--- src/rtl/itf_pkg.sv ---
// Shared types, constants and helper functions of the telemetry framer.
// No dependencies; used by every module of the block.
`timescale 1ns / 1ps
package itf_pkg;

	localparam int FRAME_BYTES    = 32;
	localparam int TIME_BITS_DEF  = 32;
	localparam int QUEUE_DEPTH_DEF = 2;
	localparam int ADDR_W         = 5;
	localparam int DIV_NUM_W      = 48;
	localparam int DIV_DEN_W      = 42;

	localparam logic [2:0] REG_INTERVAL = 3'd0;
	localparam logic [2:0] REG_TIMEOUT  = 3'd1;
	localparam logic [2:0] REG_COMP1    = 3'd2;
	localparam logic [2:0] REG_COMP2    = 3'd3;
	localparam logic [2:0] REG_IDLE     = 3'd4;

	localparam logic [15:0] INTERVAL_RST = 16'd20;
	localparam logic [15:0] TIMEOUT_RST  = 16'd100;
	localparam logic [7:0]  COMP1_RST    = 8'd4;
	localparam logic [7:0]  COMP2_RST    = 8'd5;
	localparam logic [7:0]  IDLE_RST     = 8'd0;

	localparam logic [7:0]  SYNC0       = 8'hA5;
	localparam logic [7:0]  SYNC1       = 8'h5A;
	localparam logic [7:0]  VERSION     = 8'h01;
	localparam logic [7:0]  PAYLOAD_LEN = 8'd26;
	localparam logic [15:0] CRC_POLY    = 16'hA001;
	localparam logic [15:0] CRC_INIT    = 16'hFFFF;

	typedef struct packed {
		logic [31:0]        time_ms;
		logic [7:0]         task_id;
		logic [7:0]         motion_code;
		logic signed [31:0] distance_16th_mm;
		logic [31:0]        gyro_count;
		logic               gyro_ok;
		logic [47:0]        accel_xyz;
		logic [47:0]        attitude;
		logic signed [15:0] left_drive;
		logic signed [15:0] right_drive;
	} tick_t;

	typedef struct packed {
		logic [7:0] frame_byte;
		logic       frame_last;
	} frame_out_t;

	typedef struct packed {
		tick_t tick;
		logic  first;
	} q_entry_t;

	typedef struct packed {
		logic [15:0] interval;
		logic [15:0] timeout;
		logic [7:0]  comp1;
		logic [7:0]  comp2;
		logic [7:0]  idle;
	} cfg_t;

	typedef struct packed {
		logic                 start;
		logic [DIV_NUM_W-1:0] num;
		logic [DIV_DEN_W-1:0] den;
	} div_req_t;

	typedef struct packed {
		logic                 done;
		logic [DIV_NUM_W-1:0] quo;
	} div_rsp_t;

	function automatic logic [15:0] crc_byte(input logic [15:0] crc_in, input logic [7:0] data);
		logic [15:0] c;
		c = crc_in ^ {8'h00, data};
		for (int b = 0; b < 8; b++) begin
			c = c[0] ? ((c >> 1) ^ CRC_POLY) : (c >> 1);
		end
		return c;
	endfunction

	// Apply sign to a rounded magnitude and clamp to int16.
	function automatic logic [15:0] round_sat16(input logic [DIV_NUM_W-1:0] q, input logic neg);
		if (!neg) begin
			return (q > DIV_NUM_W'(32767)) ? 16'h7FFF : q[15:0];
		end
		return (q > DIV_NUM_W'(32768)) ? 16'h8000 : (16'd0 - q[15:0]);
	endfunction

endpackage

--- src/rtl/itf_queue.sv ---
// Small FIFO of emitted ticks between the front and the back.
// Depends on itf_pkg for the entry type.
`timescale 1ns / 1ps
module itf_queue #(
	parameter int DEPTH = itf_pkg::QUEUE_DEPTH_DEF
) (
	input  logic             clk,
	input  logic             arst_n,
	input  logic             push,
	input  itf_pkg::q_entry_t push_entry,
	output logic             full,
	output logic             pop_valid,
	output itf_pkg::q_entry_t pop_entry,
	input  logic             pop
);
	localparam int PW = $clog2(DEPTH);
	localparam int CW = $clog2(DEPTH + 1);

	itf_pkg::q_entry_t slot_q [DEPTH];
	logic [PW-1:0] wr_q, rd_q;
	logic [CW-1:0] cnt_q;

	assign full      = (cnt_q == CW'(DEPTH));
	assign pop_valid = (cnt_q != '0);
	assign pop_entry = slot_q[rd_q];

	always_ff @(posedge clk) begin
		if (push) begin
			slot_q[wr_q] <= push_entry;
		end
	end

	always_ff @(posedge clk or negedge arst_n) begin
		if (!arst_n) begin
			wr_q  <= '0;
			rd_q  <= '0;
			cnt_q <= '0;
		end else begin
			if (push) begin
				wr_q <= (wr_q == PW'(DEPTH - 1)) ? '0 : wr_q + PW'(1);
			end
			if (pop) begin
				rd_q <= (rd_q == PW'(DEPTH - 1)) ? '0 : rd_q + PW'(1);
			end
			if (push && !pop) begin
				cnt_q <= cnt_q + CW'(1);
			end else if (pop && !push) begin
				cnt_q <= cnt_q - CW'(1);
			end
		end
	end
endmodule

--- src/rtl/itf_front.sv ---
// Front end: accept ticks, drop those inside the transmit interval.
// Depends on itf_pkg; feeds itf_queue.
`timescale 1ns / 1ps
module itf_front #(
	parameter int TIME_BITS = itf_pkg::TIME_BITS_DEF
) (
	input  logic              clk,
	input  logic              arst_n,
	input  logic              in_valid,
	output logic              in_stall,
	input  itf_pkg::tick_t    in_item,
	input  logic [15:0]       interval,
	input  logic              q_full,
	output logic              push,
	output itf_pkg::q_entry_t push_entry
);
	logic                 primed_q;
	logic [TIME_BITS-1:0] last_send_q;
	logic [TIME_BITS-1:0] t, since;
	logic                 accept, emit;

	assign t        = in_item.time_ms[TIME_BITS-1:0];
	assign since    = t - last_send_q;
	assign in_stall = q_full;
	assign accept   = in_valid && !q_full;
	// first tick always goes out: emit is forced while the front is not yet primed
	assign emit     = !primed_q || (since >= TIME_BITS'(interval));
	assign push     = accept && emit;
	assign push_entry = '{tick: in_item, first: !primed_q};

	always_ff @(posedge clk or negedge arst_n) begin
		if (!arst_n) begin
			primed_q    <= 1'b0;
			last_send_q <= '0;
		end else if (push) begin
			primed_q    <= 1'b1;
			last_send_q <= t;
		end
	end
endmodule

--- src/rtl/itf_div.sv ---
// Radix-2 restoring divider, one quotient bit per cycle.
// Depends on itf_pkg for the request and response types.
`timescale 1ns / 1ps
module itf_div (
	input  logic              clk,
	input  logic              arst_n,
	input  itf_pkg::div_req_t req,
	output itf_pkg::div_rsp_t rsp
);
	localparam int NW = itf_pkg::DIV_NUM_W;
	localparam int DW = itf_pkg::DIV_DEN_W;
	localparam int CW = $clog2(NW + 1);

	logic [DW:0]   rem_q;
	logic [NW-1:0] quo_q;
	logic [DW-1:0] den_q;
	logic [CW-1:0] cnt_q;
	logic          busy_q, done_q;
	logic [DW:0]   shifted;
	logic          fits;

	assign shifted = {rem_q[DW-1:0], quo_q[NW-1]};
	assign fits    = (shifted >= {1'b0, den_q});
	assign rsp     = '{done: done_q, quo: quo_q};

	always_ff @(posedge clk) begin
		if (req.start) begin
			rem_q <= '0;
			quo_q <= req.num;
			den_q <= req.den;
		end else if (busy_q) begin
			rem_q <= fits ? (shifted - {1'b0, den_q}) : shifted;
			quo_q <= {quo_q[NW-2:0], fits};
		end
	end

	always_ff @(posedge clk or negedge arst_n) begin
		if (!arst_n) begin
			cnt_q  <= '0;
			busy_q <= 1'b0;
			done_q <= 1'b0;
		end else begin
			done_q <= 1'b0;
			if (req.start) begin
				cnt_q  <= CW'(NW);
				busy_q <= 1'b1;
			end else if (busy_q) begin
				cnt_q <= cnt_q - CW'(1);
				if (cnt_q == CW'(1)) begin
					busy_q <= 1'b0;
					done_q <= 1'b1;
				end
			end
		end
	end
endmodule

--- src/rtl/itf_back.sv ---
// Back end: speed filter, gyro check, drive fields, then byte serializer with CRC.
// Depends on itf_pkg and itf_div; takes ticks from itf_queue.
`timescale 1ns / 1ps
module itf_back #(
	parameter int TIME_BITS = itf_pkg::TIME_BITS_DEF
) (
	input  logic                clk,
	input  logic                arst_n,
	input  itf_pkg::cfg_t       cfg,
	input  logic                q_valid,
	input  itf_pkg::q_entry_t   q_entry,
	output logic                q_pop,
	output logic                out_valid,
	input  logic                out_stall,
	output itf_pkg::frame_out_t out_item
);
	localparam int TB = TIME_BITS;
	localparam int NW = itf_pkg::DIV_NUM_W;
	localparam int DW = itf_pkg::DIV_DEN_W;

	typedef enum logic [3:0] {
		ST_IDLE, ST_PREP, ST_MEAS_GO, ST_MEAS, ST_ACC_GO, ST_ACC,
		ST_RATE_GO, ST_RATE, ST_SEND
	} state_t;

	state_t state_q;

	// persistent state
	logic [7:0]         seq_q, last_task_q;
	logic [TB-1:0]      sst_q, gst_q;
	logic [31:0]        gcs_q;
	logic [31:0]        ld_q;
	logic [30:0]        smo_q;
	logic               est_q;
	logic [16:0]        lfd_q;

	// per-frame work registers
	itf_pkg::tick_t     tick_q;
	logic               first_q;
	logic [TB-1:0]      elapsed_q;
	logic [NW-1:0]      meas_num_q, rate_num_q;
	logic [16:0]        rate_den_q;
	logic               rate_neg_q, acc_neg_q;
	logic [30:0]        old_q;
	logic [15:0]        accel_q, rate_q, fwd_q, turn_q;
	logic [7:0]         flags_q;
	logic [15:0]        crc_q;
	logic [4:0]         idx_q;
	itf_pkg::frame_out_t out_q;
	logic               out_valid_q;

	itf_pkg::div_req_t  div_req;
	itf_pkg::div_rsp_t  div_rsp;

	itf_div u_div (.clk(clk), .arst_n(arst_n), .req(div_req), .rsp(div_rsp));

	// prep-stage signals
	logic [TB-1:0]      t, sst_p, gst_p, sst_e, gst_e, elapsed, gy_age;
	logic [7:0]         lt;
	logic [31:0]        dist_v, ld_p, ld_e, gcs_p;
	logic [30:0]        smo_p, smo_e;
	logic               est_p, est_e, rst_est, gyro_v, comp, moving;
	logic [16:0]        lfd_p;
	logic [32:0]        dd;
	logic [NW-1:0]      meas_n;
	logic signed [16:0] s, dt;
	logic [16:0]        a_s, a_t;
	logic signed [17:0] dr;
	logic signed [23:0] m;
	logic [23:0]        am;
	logic [15:0]        div_e;

	always_comb begin
		t      = tick_q.time_ms[TB-1:0];
		dist_v = tick_q.distance_16th_mm;
		lt     = first_q ? cfg.idle : last_task_q;
		ld_p   = first_q ? dist_v : ld_q;
		sst_p  = first_q ? t : sst_q;
		gst_p  = first_q ? t : gst_q;
		gcs_p  = first_q ? tick_q.gyro_count : gcs_q;
		smo_p  = first_q ? '0 : smo_q;
		est_p  = first_q ? 1'b0 : est_q;
		lfd_p  = first_q ? '0 : lfd_q;
		rst_est = (tick_q.task_id != lt) ||
			($signed({dist_v[31], dist_v}) + 33'sd80 < $signed({ld_p[31], ld_p}));
		ld_e   = rst_est ? dist_v : ld_p;
		sst_e  = rst_est ? t : sst_p;
		smo_e  = rst_est ? '0 : smo_p;
		est_e  = rst_est ? 1'b0 : est_p;
		elapsed = t - sst_e;
		dd     = {dist_v[31], dist_v} - {ld_e[31], ld_e};
		meas_n = (!dd[32] && dd != '0) ? NW'(dd[31:0]) * NW'(16000) : '0;
		gst_e  = (tick_q.gyro_count != gcs_p) ? t : gst_p;
		gy_age = t - gst_e;
		gyro_v = (gy_age <= TB'(cfg.timeout)) && tick_q.gyro_ok;
		comp   = (tick_q.task_id == cfg.comp1) || (tick_q.task_id == cfg.comp2);
		moving = (tick_q.left_drive > 16'sd10) || (tick_q.left_drive < -16'sd10) ||
			(tick_q.right_drive > 16'sd10) || (tick_q.right_drive < -16'sd10);
		s      = 17'(tick_q.left_drive) + 17'(tick_q.right_drive);
		dt     = 17'(tick_q.right_drive) - 17'(tick_q.left_drive);
		a_s    = s[16] ? 17'(-s) : 17'(s);
		a_t    = dt[16] ? 17'(-dt) : 17'(dt);
		dr     = 18'(s) - 18'($signed(lfd_p));
		m      = 24'(dr) * 24'sd50;
		am     = m[23] ? 24'(-m) : 24'(m);
		div_e  = (cfg.interval == '0) ? 16'd1 : cfg.interval;
	end

	// measurement and filter
	logic [NW-1:0] meas_sat;
	logic [39:0]   filt;
	logic [32:0]   sdiff;
	logic [31:0]   adiff;
	logic [NW-1:0] acc_num;

	always_comb begin
		meas_sat = (div_rsp.quo > NW'(32'h7FFF_FFFF)) ? NW'(32'h7FFF_FFFF) : div_rsp.quo;
		filt     = 40'(smo_q) * 40'd90 + 40'(meas_sat[30:0]) * 40'd166 + 40'd128;
		sdiff    = {2'b00, smo_q} - {2'b00, old_q};
		adiff    = sdiff[32] ? 32'(-sdiff) : sdiff[31:0];
		acc_num  = ((NW'(adiff) * NW'(1000)) << 1) + (NW'(elapsed_q) << 8);
	end

	always_comb begin
		div_req.start = (state_q == ST_MEAS_GO) || (state_q == ST_ACC_GO) ||
			(state_q == ST_RATE_GO);
		unique case (state_q)
			ST_ACC_GO: begin
				div_req.num = acc_num;
				div_req.den = DW'(elapsed_q) << 9;
			end
			ST_RATE_GO: begin
				div_req.num = rate_num_q;
				div_req.den = DW'(rate_den_q);
			end
			default: begin
				div_req.num = meas_num_q;
				div_req.den = DW'(elapsed_q);
			end
		endcase
	end

	// frame body, byte 0 in the low bits, CRC in the top two bytes
	logic [23:0]  sp;
	logic [15:0]  speed_f;
	logic [47:0]  acc_g, att_g;
	logic [255:0] body;
	logic [7:0]   cur_byte;
	logic         load;

	always_comb begin
		sp      = 24'((32'(smo_q) + 32'd128) >> 8);
		speed_f = (sp > 24'd32767) ? 16'h7FFF : sp[15:0];
		acc_g   = flags_q[0] ? tick_q.accel_xyz : '0;
		att_g   = flags_q[0] ? tick_q.attitude : '0;
		body    = {crc_q, rate_q, turn_q, fwd_q, accel_q, speed_f,
			att_g[47:32], att_g[31:16], att_g[15:0],
			acc_g[47:32], acc_g[31:16], acc_g[15:0],
			flags_q, tick_q.motion_code, tick_q.task_id, seq_q,
			itf_pkg::PAYLOAD_LEN, itf_pkg::VERSION, itf_pkg::SYNC1, itf_pkg::SYNC0};
		cur_byte = body[{idx_q, 3'b000} +: 8];
		load     = (state_q == ST_SEND) && (!out_valid_q || !out_stall);
	end

	assign q_pop     = (state_q == ST_IDLE) && q_valid;
	assign out_valid = out_valid_q;
	assign out_item  = out_q;

	always_ff @(posedge clk) begin
		if (q_pop) begin
			tick_q  <= q_entry.tick;
			first_q <= q_entry.first;
		end
		if (state_q == ST_PREP) begin
			elapsed_q  <= elapsed;
			meas_num_q <= meas_n;
			rate_num_q <= NW'({am, 1'b0}) + NW'(div_e);
			rate_den_q <= {div_e, 1'b0};
			rate_neg_q <= m[23];
			fwd_q      <= itf_pkg::round_sat16(NW'((a_s + 17'd1) >> 1), s[16]);
			turn_q     <= itf_pkg::round_sat16(NW'((a_t + 17'd1) >> 1), dt[16]);
			flags_q    <= {4'b0000, moving, comp, est_e | (elapsed != '0), gyro_v};
			accel_q    <= '0;
		end
		if (state_q == ST_MEAS && div_rsp.done && est_q) begin
			old_q <= smo_q;
		end
		if (state_q == ST_ACC_GO) begin
			acc_neg_q <= sdiff[32];
		end
		if (state_q == ST_ACC && div_rsp.done) begin
			accel_q <= itf_pkg::round_sat16(div_rsp.quo, acc_neg_q);
		end
		if (state_q == ST_RATE && div_rsp.done) begin
			rate_q <= itf_pkg::round_sat16(div_rsp.quo, rate_neg_q);
			crc_q  <= itf_pkg::CRC_INIT;
		end
		if (load) begin
			out_q <= '{frame_byte: cur_byte, frame_last: (idx_q == 5'd31)};
			if (idx_q < 5'd30) begin
				crc_q <= itf_pkg::crc_byte(crc_q, cur_byte);
			end
		end
	end

	always_ff @(posedge clk or negedge arst_n) begin
		if (!arst_n) begin
			state_q     <= ST_IDLE;
			seq_q       <= '0;
			last_task_q <= itf_pkg::IDLE_RST;
			sst_q       <= '0;
			gst_q       <= '0;
			gcs_q       <= '0;
			ld_q        <= '0;
			smo_q       <= '0;
			est_q       <= 1'b0;
			lfd_q       <= '0;
			idx_q       <= '0;
			out_valid_q <= 1'b0;
		end else begin
			if (out_valid_q && !out_stall && !load) begin
				out_valid_q <= 1'b0;
			end
			unique case (state_q)
				ST_IDLE: begin
					if (q_valid) begin
						state_q <= ST_PREP;
					end
				end
				ST_PREP: begin
					last_task_q <= tick_q.task_id;
					ld_q        <= (elapsed != '0) ? dist_v : ld_e;
					sst_q       <= t;
					smo_q       <= smo_e;
					est_q       <= est_e;
					lfd_q       <= s;
					gcs_q       <= tick_q.gyro_count;
					gst_q       <= gst_e;
					state_q     <= (elapsed != '0) ? ST_MEAS_GO : ST_RATE_GO;
				end
				ST_MEAS_GO: state_q <= ST_MEAS;
				ST_MEAS: begin
					if (div_rsp.done) begin
						if (!est_q) begin
							// first sample after a reset loads the filter directly
							smo_q   <= meas_sat[30:0];
							est_q   <= 1'b1;
							state_q <= ST_RATE_GO;
						end else begin
							smo_q   <= filt[38:8];
							state_q <= ST_ACC_GO;
						end
					end
				end
				ST_ACC_GO: state_q <= ST_ACC;
				ST_ACC: begin
					if (div_rsp.done) begin
						state_q <= ST_RATE_GO;
					end
				end
				ST_RATE_GO: state_q <= ST_RATE;
				ST_RATE: begin
					if (div_rsp.done) begin
						idx_q   <= '0;
						state_q <= ST_SEND;
					end
				end
				ST_SEND: begin
					if (load) begin
						out_valid_q <= 1'b1;
						idx_q       <= idx_q + 5'd1;
						if (idx_q == 5'd31) begin
							seq_q   <= seq_q + 8'd1;
							state_q <= ST_IDLE;
						end
					end
				end
				default: state_q <= ST_IDLE;
			endcase
		end
	end
endmodule

--- src/rtl/inertia_telemetry_framer.sv ---
// Top level of the telemetry framer: register port, front, queue and back.
// Depends on itf_pkg, itf_front, itf_queue and itf_back.
//
//   channel   direction  payload       handshake
//   in        sink       tick_t        in_valid / in_stall
//   out       source     frame_out_t   out_valid / out_stall (one frame byte per item)
//   config    sink       32-bit regs   psel / penable / pwrite, pready always high
//
// Flow: a dropped tick ends in the front. An emitted tick passes the prep
// state, up to three passes of the shared divider (speed, acceleration,
// drive rate), each begun from its own GO state, then the serializer that
// sends the 32 frame bytes.
// Reset: all control state clears at once; there is no clearing pass.
// Stalls: the two-entry queue lets the front keep taking ticks while the
// back works, and the output register holds a byte for as long as out_stall.
`timescale 1ns / 1ps
module inertia_telemetry_framer #(
	parameter int TIME_BITS   = itf_pkg::TIME_BITS_DEF,
	parameter int QUEUE_DEPTH = itf_pkg::QUEUE_DEPTH_DEF
) (
	input  logic                       clk,
	input  logic                       arst_n,
	input  logic                       in_valid,
	output logic                       in_stall,
	input  itf_pkg::tick_t             in_item,
	output logic                       out_valid,
	input  logic                       out_stall,
	output itf_pkg::frame_out_t        out_item,
	input  logic                       psel,
	input  logic                       penable,
	input  logic                       pwrite,
	input  logic [itf_pkg::ADDR_W-1:0] paddr,
	input  logic [31:0]                pwdata,
	output logic [31:0]                prdata,
	output logic                       pready
);
	itf_pkg::cfg_t     cfg_q;
	logic              cfg_wr;
	logic [2:0]        reg_idx;
	logic              push, q_full, q_valid, q_pop;
	itf_pkg::q_entry_t push_entry, q_entry;

	assign pready  = 1'b1;
	assign reg_idx = paddr[4:2];
	assign cfg_wr  = psel && penable && pwrite;

	// Write registers on the access phase; ignore addresses past the list.
	always_ff @(posedge clk or negedge arst_n) begin
		if (!arst_n) begin
			cfg_q <= '{interval: itf_pkg::INTERVAL_RST, timeout: itf_pkg::TIMEOUT_RST,
				comp1: itf_pkg::COMP1_RST, comp2: itf_pkg::COMP2_RST,
				idle: itf_pkg::IDLE_RST};
		end else if (cfg_wr) begin
			unique case (reg_idx)
				itf_pkg::REG_INTERVAL: cfg_q.interval <= pwdata[15:0];
				itf_pkg::REG_TIMEOUT:  cfg_q.timeout  <= pwdata[15:0];
				itf_pkg::REG_COMP1:    cfg_q.comp1    <= pwdata[7:0];
				itf_pkg::REG_COMP2:    cfg_q.comp2    <= pwdata[7:0];
				itf_pkg::REG_IDLE:     cfg_q.idle     <= pwdata[7:0];
				default: ;
			endcase
		end
	end

	// Read back the addressed register; zero past the list.
	always_comb begin
		unique case (reg_idx)
			itf_pkg::REG_INTERVAL: prdata = {16'h0000, cfg_q.interval};
			itf_pkg::REG_TIMEOUT:  prdata = {16'h0000, cfg_q.timeout};
			itf_pkg::REG_COMP1:    prdata = {24'h000000, cfg_q.comp1};
			itf_pkg::REG_COMP2:    prdata = {24'h000000, cfg_q.comp2};
			itf_pkg::REG_IDLE:     prdata = {24'h000000, cfg_q.idle};
			default:               prdata = '0;
		endcase
	end

	// Front: drop ticks inside the transmit interval, queue the rest.
	itf_front #(.TIME_BITS(TIME_BITS)) u_front (
		.clk(clk), .arst_n(arst_n),
		.in_valid(in_valid), .in_stall(in_stall), .in_item(in_item),
		.interval(cfg_q.interval), .q_full(q_full),
		.push(push), .push_entry(push_entry)
	);

	itf_queue #(.DEPTH(QUEUE_DEPTH)) u_queue (
		.clk(clk), .arst_n(arst_n),
		.push(push), .push_entry(push_entry), .full(q_full),
		.pop_valid(q_valid), .pop_entry(q_entry), .pop(q_pop)
	);

	// Back: compute the fields and stream the frame.
	itf_back #(.TIME_BITS(TIME_BITS)) u_back (
		.clk(clk), .arst_n(arst_n), .cfg(cfg_q),
		.q_valid(q_valid), .q_entry(q_entry), .q_pop(q_pop),
		.out_valid(out_valid), .out_stall(out_stall), .out_item(out_item)
	);
endmodule

--- config.mk ---
export PLATFORM = sky130hd
export DESIGN_NAME = inertia_telemetry_framer
export DESIGN_NICKNAME = d
export VERILOG_FILES = /design/src/rtl/itf_pkg.sv /design/src/rtl/itf_queue.sv /design/src/rtl/itf_front.sv /design/src/rtl/itf_div.sv /design/src/rtl/itf_back.sv /design/src/rtl/inertia_telemetry_framer.sv
export SDC_FILE = /design/constraint.sdc
export NUM_CORES = 2
export LEC_CHECK = 0
export ABC_CLOCK_PERIOD_IN_PS = 32600
export BUFFER_PORTS_ARGS = -buffer_cell sky130_fd_sc_hd__buf_4
export CAP_MARGIN = 20
export CORE_MARGIN = 2
export CORE_UTILIZATION = 69
export DETAILED_ROUTE_END_ITERATION = 7
export GPL_TIMING_DRIVEN = 0
export HOLD_SLACK_MARGIN = 0.05
export PLACE_DENSITY = 0.95
export SKIP_CTS_REPAIR_TIMING = 1
export SLEW_MARGIN = 10
export SYNTH_ARGS = -nofsm -noshare
export SYNTH_HDL_FRONTEND = slang
export SYNTH_SLANG_ARGS = --single-unit
--- constraint.sdc ---
create_clock -name clk -period 32.6 [get_ports clk]
set_input_delay 1.63 -clock clk [delete_from_list [all_inputs] [get_ports clk]]
set_output_delay 1.63 -clock clk [all_outputs]
set_load 0.01 [all_outputs]
* Word-level counts from Yosys, hierarchy flattened *
Memories as Yosys holds them, arrays and structs flattened. A register that Yosys moved wholly into a read port is not among the register bits.
Index checks and enable logic that the tools add are counted.

operators by class
  $lt $le $gt $ge = 17
  div/mod/pow operators = 0
  shift-type cells = 1
  muxes and demuxes = 97
  reduce and logical (&&, ||, !) cells = 54
  bitwise operators = 10
  multiply operators = 5
  equal/unequal tests = 26
  add/subtract/negate cells = 31

operator list
  operator               count
  $mux 16                29
  $mux 32                9
  $shiftx 256x9->8       1
  $mux 48                4
  $pmux 90 s2            1
  $mux 31                5
  $sub 32x32->32         3
  $gt 47x15->1 const B   2
  $gt 47x16->1 const B   2
  $pmux 16 s5            1
  $mul 32x7->39 const B  2
  $pmux 31 s2            1
  $mux 17                3
  $gt 48x15->1 const B   1
  $gt 48x16->1 const B   1
  $gt 48x31->1 const B   1
  $sub 1x16->16 const A  3
  $add 43x40->44         1
  $ge 43x42->1           1
  $mux 42                1
  $sub 42x42->42         1
  $add 38x39->39         1
  $add 39x8->39 const B  1
  $mul 31x7->38 const B  1
  69 further kinds       165

storage, ports and cells
  output and inout bits = 44
  logic and storage cells = 286
  ROM bits = 0
  bits of input ports = 285
  memories kept = 1
  bits in registers = 706
  latch bits = 0
  memory bits (writable) = 484

memories
  name            depth  bits a word  rd ports  clocked after memory_dff  wr ports  line             source
  u_queue.slot_q  2      242          1         1                         1         itf_queue.sv:19  itf_pkg::q_entry_t slot_q [DEPTH];

* Depth between registers and ports, before layout *
  depth after elaboration = 23
  mapped depth = 55
  depth with buffers taken out = 52

* By module *
From an unflattened synthesis, not the netlist that was laid out.

unflattened totals
  cell total of the unflattened synthesis = 10129
  area total of the unflattened synthesis = 105165.9 sq um

by module, submodules not included
  module                    instances  seq. area each (sq um)  area an instance (sq um)  cells an instance
  itf_back                  1          19303.5                 69198.9                   7437
  itf_queue                 1          14634.0                 18346.3                   769
  itf_div                   1          3743.6                  7996.4                    776
  itf_front                 1          825.8                   6797.8                    935
  inertia_telemetry_framer  1          1411.4                  2826.5                    212

* Least setup slack after synthesis *
No wires, ideal clock.

  path type = input to register
  start point = input port in_item[209] (netlist bit)
  end point = memory u_queue.slot_q[0][0] (netlist bit) (enable)
  stages = 26
  path slack = 15.695 ns
  setup time = 0.878 ns
  arrival time = 16.027 ns
  data required time = 31.722 ns
  buffers on the path = 1
  cells stage by stage = inv_1 -> ha_1 -> inv_1 -> fa_1 -> a21o_1 -> a21oi_1 -> o21ai_0 -> a21o_1 -> a21oi_1 -> nor2b_1 -> o21ai_0 -> nand2b_1 -> a21oi_1 -> xnor2_1 -> ha_1 -> nor2b_1 -> o21ai_0 -> o2111ai_1 -> a311o_1 -> a2111oi_0 -> nand4b_1 -> nor4_1 -> and4_1 -> a21oi_1 -> buf_2 -> nor2b_1

between the ends
  longest elaborated chain between the ends = 6

RTL lines
  element                       line                            source
  from (decl)                   inertia_telemetry_framer.sv:25  input itf_pkg::tick_t in_item,
  $sub 32x32->32                itf_front.sv:23                 assign since = t - last_send_q;
  $ge 32x16->1                  itf_front.sv:27                 assign emit = !primed_q || (since >= TIME_BITS'(interval));
  $logic_or 1x1->1              itf_front.sv:27
  $logic_and 1x1->1             itf_front.sv:28                 assign push = accept && emit;
  named net push                inertia_telemetry_framer.sv:40  logic push, q_full, q_valid, q_pop;
  $mux 1                        itf_queue.sv:28                 if (push) begin
  $mux 1 (implied by the code)  itf_queue.sv:29                 slot_q[wr_q] <= push_entry;
  to (decl)                     itf_queue.sv:19

The timed path passes the listed nets, and every way through them passes these cells.

* Worst setup path in the final report *
  start point = register u_back.first_q, read port of u_queue.slot_q
  end point = register u_back.meas_num_q[45] (data pin)

between the ends
  longest elaborated chain between the ends = 7
  elaborated cells on any way between the ends = 11
  classes of those cells = add/sub: 1; mul: 1; order compare: 1; eq/ne: 1; mux: 3; reduce/logical: 4

RTL lines
  element                                                                line                            source
  from (decl)                                                            itf_back.sv:39                  logic first_q;
  $mux 32 / $mux 8 (equally long branches)                               itf_back.sv:77, itf_back.sv:76
  $lt 33x32->1 / $ne 8x8->1 (equally long branches)                      itf_back.sv:85, itf_back.sv:84
  $logic_or 1x1->1                                                       itf_back.sv:84                  rst_est = (tick_q.task_id != lt) ||
  $mux 32 *                                                              itf_back.sv:86                  ld_e = rst_est ? dist_v : ld_p;
  $sub 32x32->33 *                                                       itf_back.sv:91                  dd = {dist_v[31], dist_v} - {ld_e[31], ld_e};
  parallel branches: the longest is 2 deep, another holds $mul 32x7->39  -
  to (signal assigned)                                                   itf_back.sv:176                 meas_num_q <= meas_n;
  to (decl)                                                              itf_back.sv:41                  logic [NW-1:0] meas_num_q, rate_num_q;

Mark *: on every way between the ends.
A chain may end at the register's enable or synchronous reset.

==> impl_metrics.ini <==
[clock_network]
cts_root_buf = clkbuf_16
cts.htree.levels = 4
insertion_delay_ns = 0.88
clkTransAtPathRegs_ns = 0.06
cts_tree = built
cts_buffers = 146
cts_sinks = 1398
cts_buffer_depth = 3

[synth]
synth_area_sq_um = 99630
ys_types = 129
synth_seq_cells = 1398
ys.flop_type = edfxtp_1
yosys_warnings = 0
synth_cells = 9483
async_reset_ff_frac = 0.2175
ys_seq_area_frac = 0.4004
avgSynthCellArea_sq_um = 10.51
synth_edf_count = 1036

[finish]
areaGrowthSynthToFinish_pct = 10.58
multi_input_area_sq_um = 54460
drive_above_1_share = 0.1147
layout.nets = 11480
mostFrequentLayoutCell = inv_1
fillers = 8526
area.sequential_sq_um = 39890
mostFrequentLayoutCells = inv_1, edfxtp_1, ha_1

[timing]
final_hold_viol_count = 0
slew_violations = 0
rsz0062_at_grt = no
worst_slew_pin_slew_ns = 1.223
fmax_mhz = 60.76
period_minus_slack_ns = 16.46
setup_viol = 0
setup_ws_ns = 16.14
fin_crit_sh = 0.5048
slew_headroom = 0.1792
setup_tns_ns = 0
finalClockSkew_ns = 0.09844

[drt]
drc = 3
dr_total_vias = 80540
wl_per_cell_um = 25.87
vias_per_cell = 6.704
wirelength_um = 310800
antenna_left = 0
drtIter0Drc = 10170
first_pass_iters = 8

[setup_path]
cp_slowest_cell = buf_1
worstPathArrival_ns = 17.02
slowest_delay_ns = 0.88
cp.required_ns = 33.16
critical-path-top-delay-family = compound AO/OA/AOI/OAI gates
cp-start-kind = flop
worst-path-max-fanout = 10
critPathKind = reg2reg
crit_top_cell = o21ai_0
critPathCaptureType = flop
worst-path-buf-inv = 10

[die]
die-area_sq_um = 147500
dieWidth_um = 384.0
fp.coreArea_sq_um = 143500
die_h_um = 384.0
rows = 139
io_pins = 329
floorplan.initialDensity = 0.6944

[status]
violations = DRC
status = finished with violations

[global_route]
overflow = 0
grt_pass1_vias = 80900
grt_use_total = 0.4167
grt_pass1_wl_um = 468800
antenna_found_initial = 15
grt_max_degree = 121

[placed_design]
port_buffers = 291
dp_hpwl_um = 227100
place_congestion = 1.031
dp_slack_ns = 16.92

[min_path]
hold_path_class = reg2reg

[job]
drv_cap = 0
==> cell type report <==
class                      instances  share of cell area
multi-input combinational       6707              0.4943
sequential                      1398              0.3620
inverter                        1077             0.03676
clock buffer                     186             0.03561
timing repair buffer             329             0.02669
tap                             1903             0.02161
buffer                           317             0.01216
clock inverter                    85             0.01055
antenna                           12           0.0002725
==> sequential cells by signal, summed over array words and instances (netlist names), 39 cells and up <==
signal,count
u_queue.slot_q,484
cfg_q,56
u_back.tick_q,161
u_back.meas_num_q,39
u_back.u_div.quo_q,48
u_back.u_div.rem_q,42
u_back.u_div.den_q,41
==> metal layers <==
| layer | share of wire | track usage | up-vias |
|---|---|---|---|
| li1 | - | - | 34690 |
| met1 | 0.35 | 0.4984 | 38750 |
| met2 | 0.46 | 0.6670 | 5509 |
| met3 | 0.11 | 0.09827 | 1581 |
| met4 | 0.086 | 0.2910 | 12 |
| met5 | 0.00028 | 0.001624 | - |
==> worst min-delay path, cell delays in order (launching register included) <==
cell	delay [ns]
dfrtp_1	0.33
nand2_1	0.05
o21ai_0	0.06
==> logic make-up after synthesis <==
group / after synthesis / share of synthesized area
fa+ha+maj: 1219 / 0.1801
simple gates: 2304 / 0.1107
buf+inv: 1394 / 0.05397
other cells: 2 / 0.00007538
xor+xnor: 675 / 0.06062
mux: 575 / 0.06795
compound gates: 1916 / 0.1262
flops: 1398 / 0.4004
==> per-stage QoR <==
step / instances / hold WS, ns / utilization / instance area (sq um)
floorplan: 9499 / 0.4318 / - / 99690
global placement: 11690 / 0.4567 / 0.7266 / 104300
detailed placement: 11730 / 0.4618 / 0.7319 / 105000
CTS: 12000 / 0.4750 / 0.7673 / 110100
global route: 12010 / 0.4829 / 0.7678 / 110200
finish: 12010 / 0.4708 / 0.7679 / 110200
==> final timing paths <==
kind                                  from                      end  slack, ns  depth (start not counted)
setup reg to reg            u_back.first_q    u_back.meas_num_q[45]      16.14                         51
hold reg to reg            u_back.lfd_q[0]          u_back.lfd_q[0]       0.47                          2
max in group asynchronous           arst_n         u_back.smo_q[27]      30.55                          3
min in group asynchronous           arst_n  u_front.last_send_q[11]       0.60                          1
hold / removal             u_back.lfd_q[0]          u_back.lfd_q[0]       0.47                          2
setup / recovery            u_back.first_q    u_back.meas_num_q[45]      16.14                         51
==> cells in the mapped netlist (224+ instances only) <==
library cell  number  area share
inv_1           1068       0.040
edfxtp_1        1036        0.31
ha_1             860        0.11
nand2_1          730       0.028
nor2_1           566       0.021
a21oi_1          527       0.026
xnor2_1          439       0.039
o21ai_0          428       0.021
fa_1             359       0.072
mux2_2           354       0.040
dfrtp_1          296       0.074
clkbuf_1         240      0.0090
xor2_1           224       0.020
Power is not shown: default switching activity piles up to over one toggle a cycle in this logic, so the estimate is an artifact.
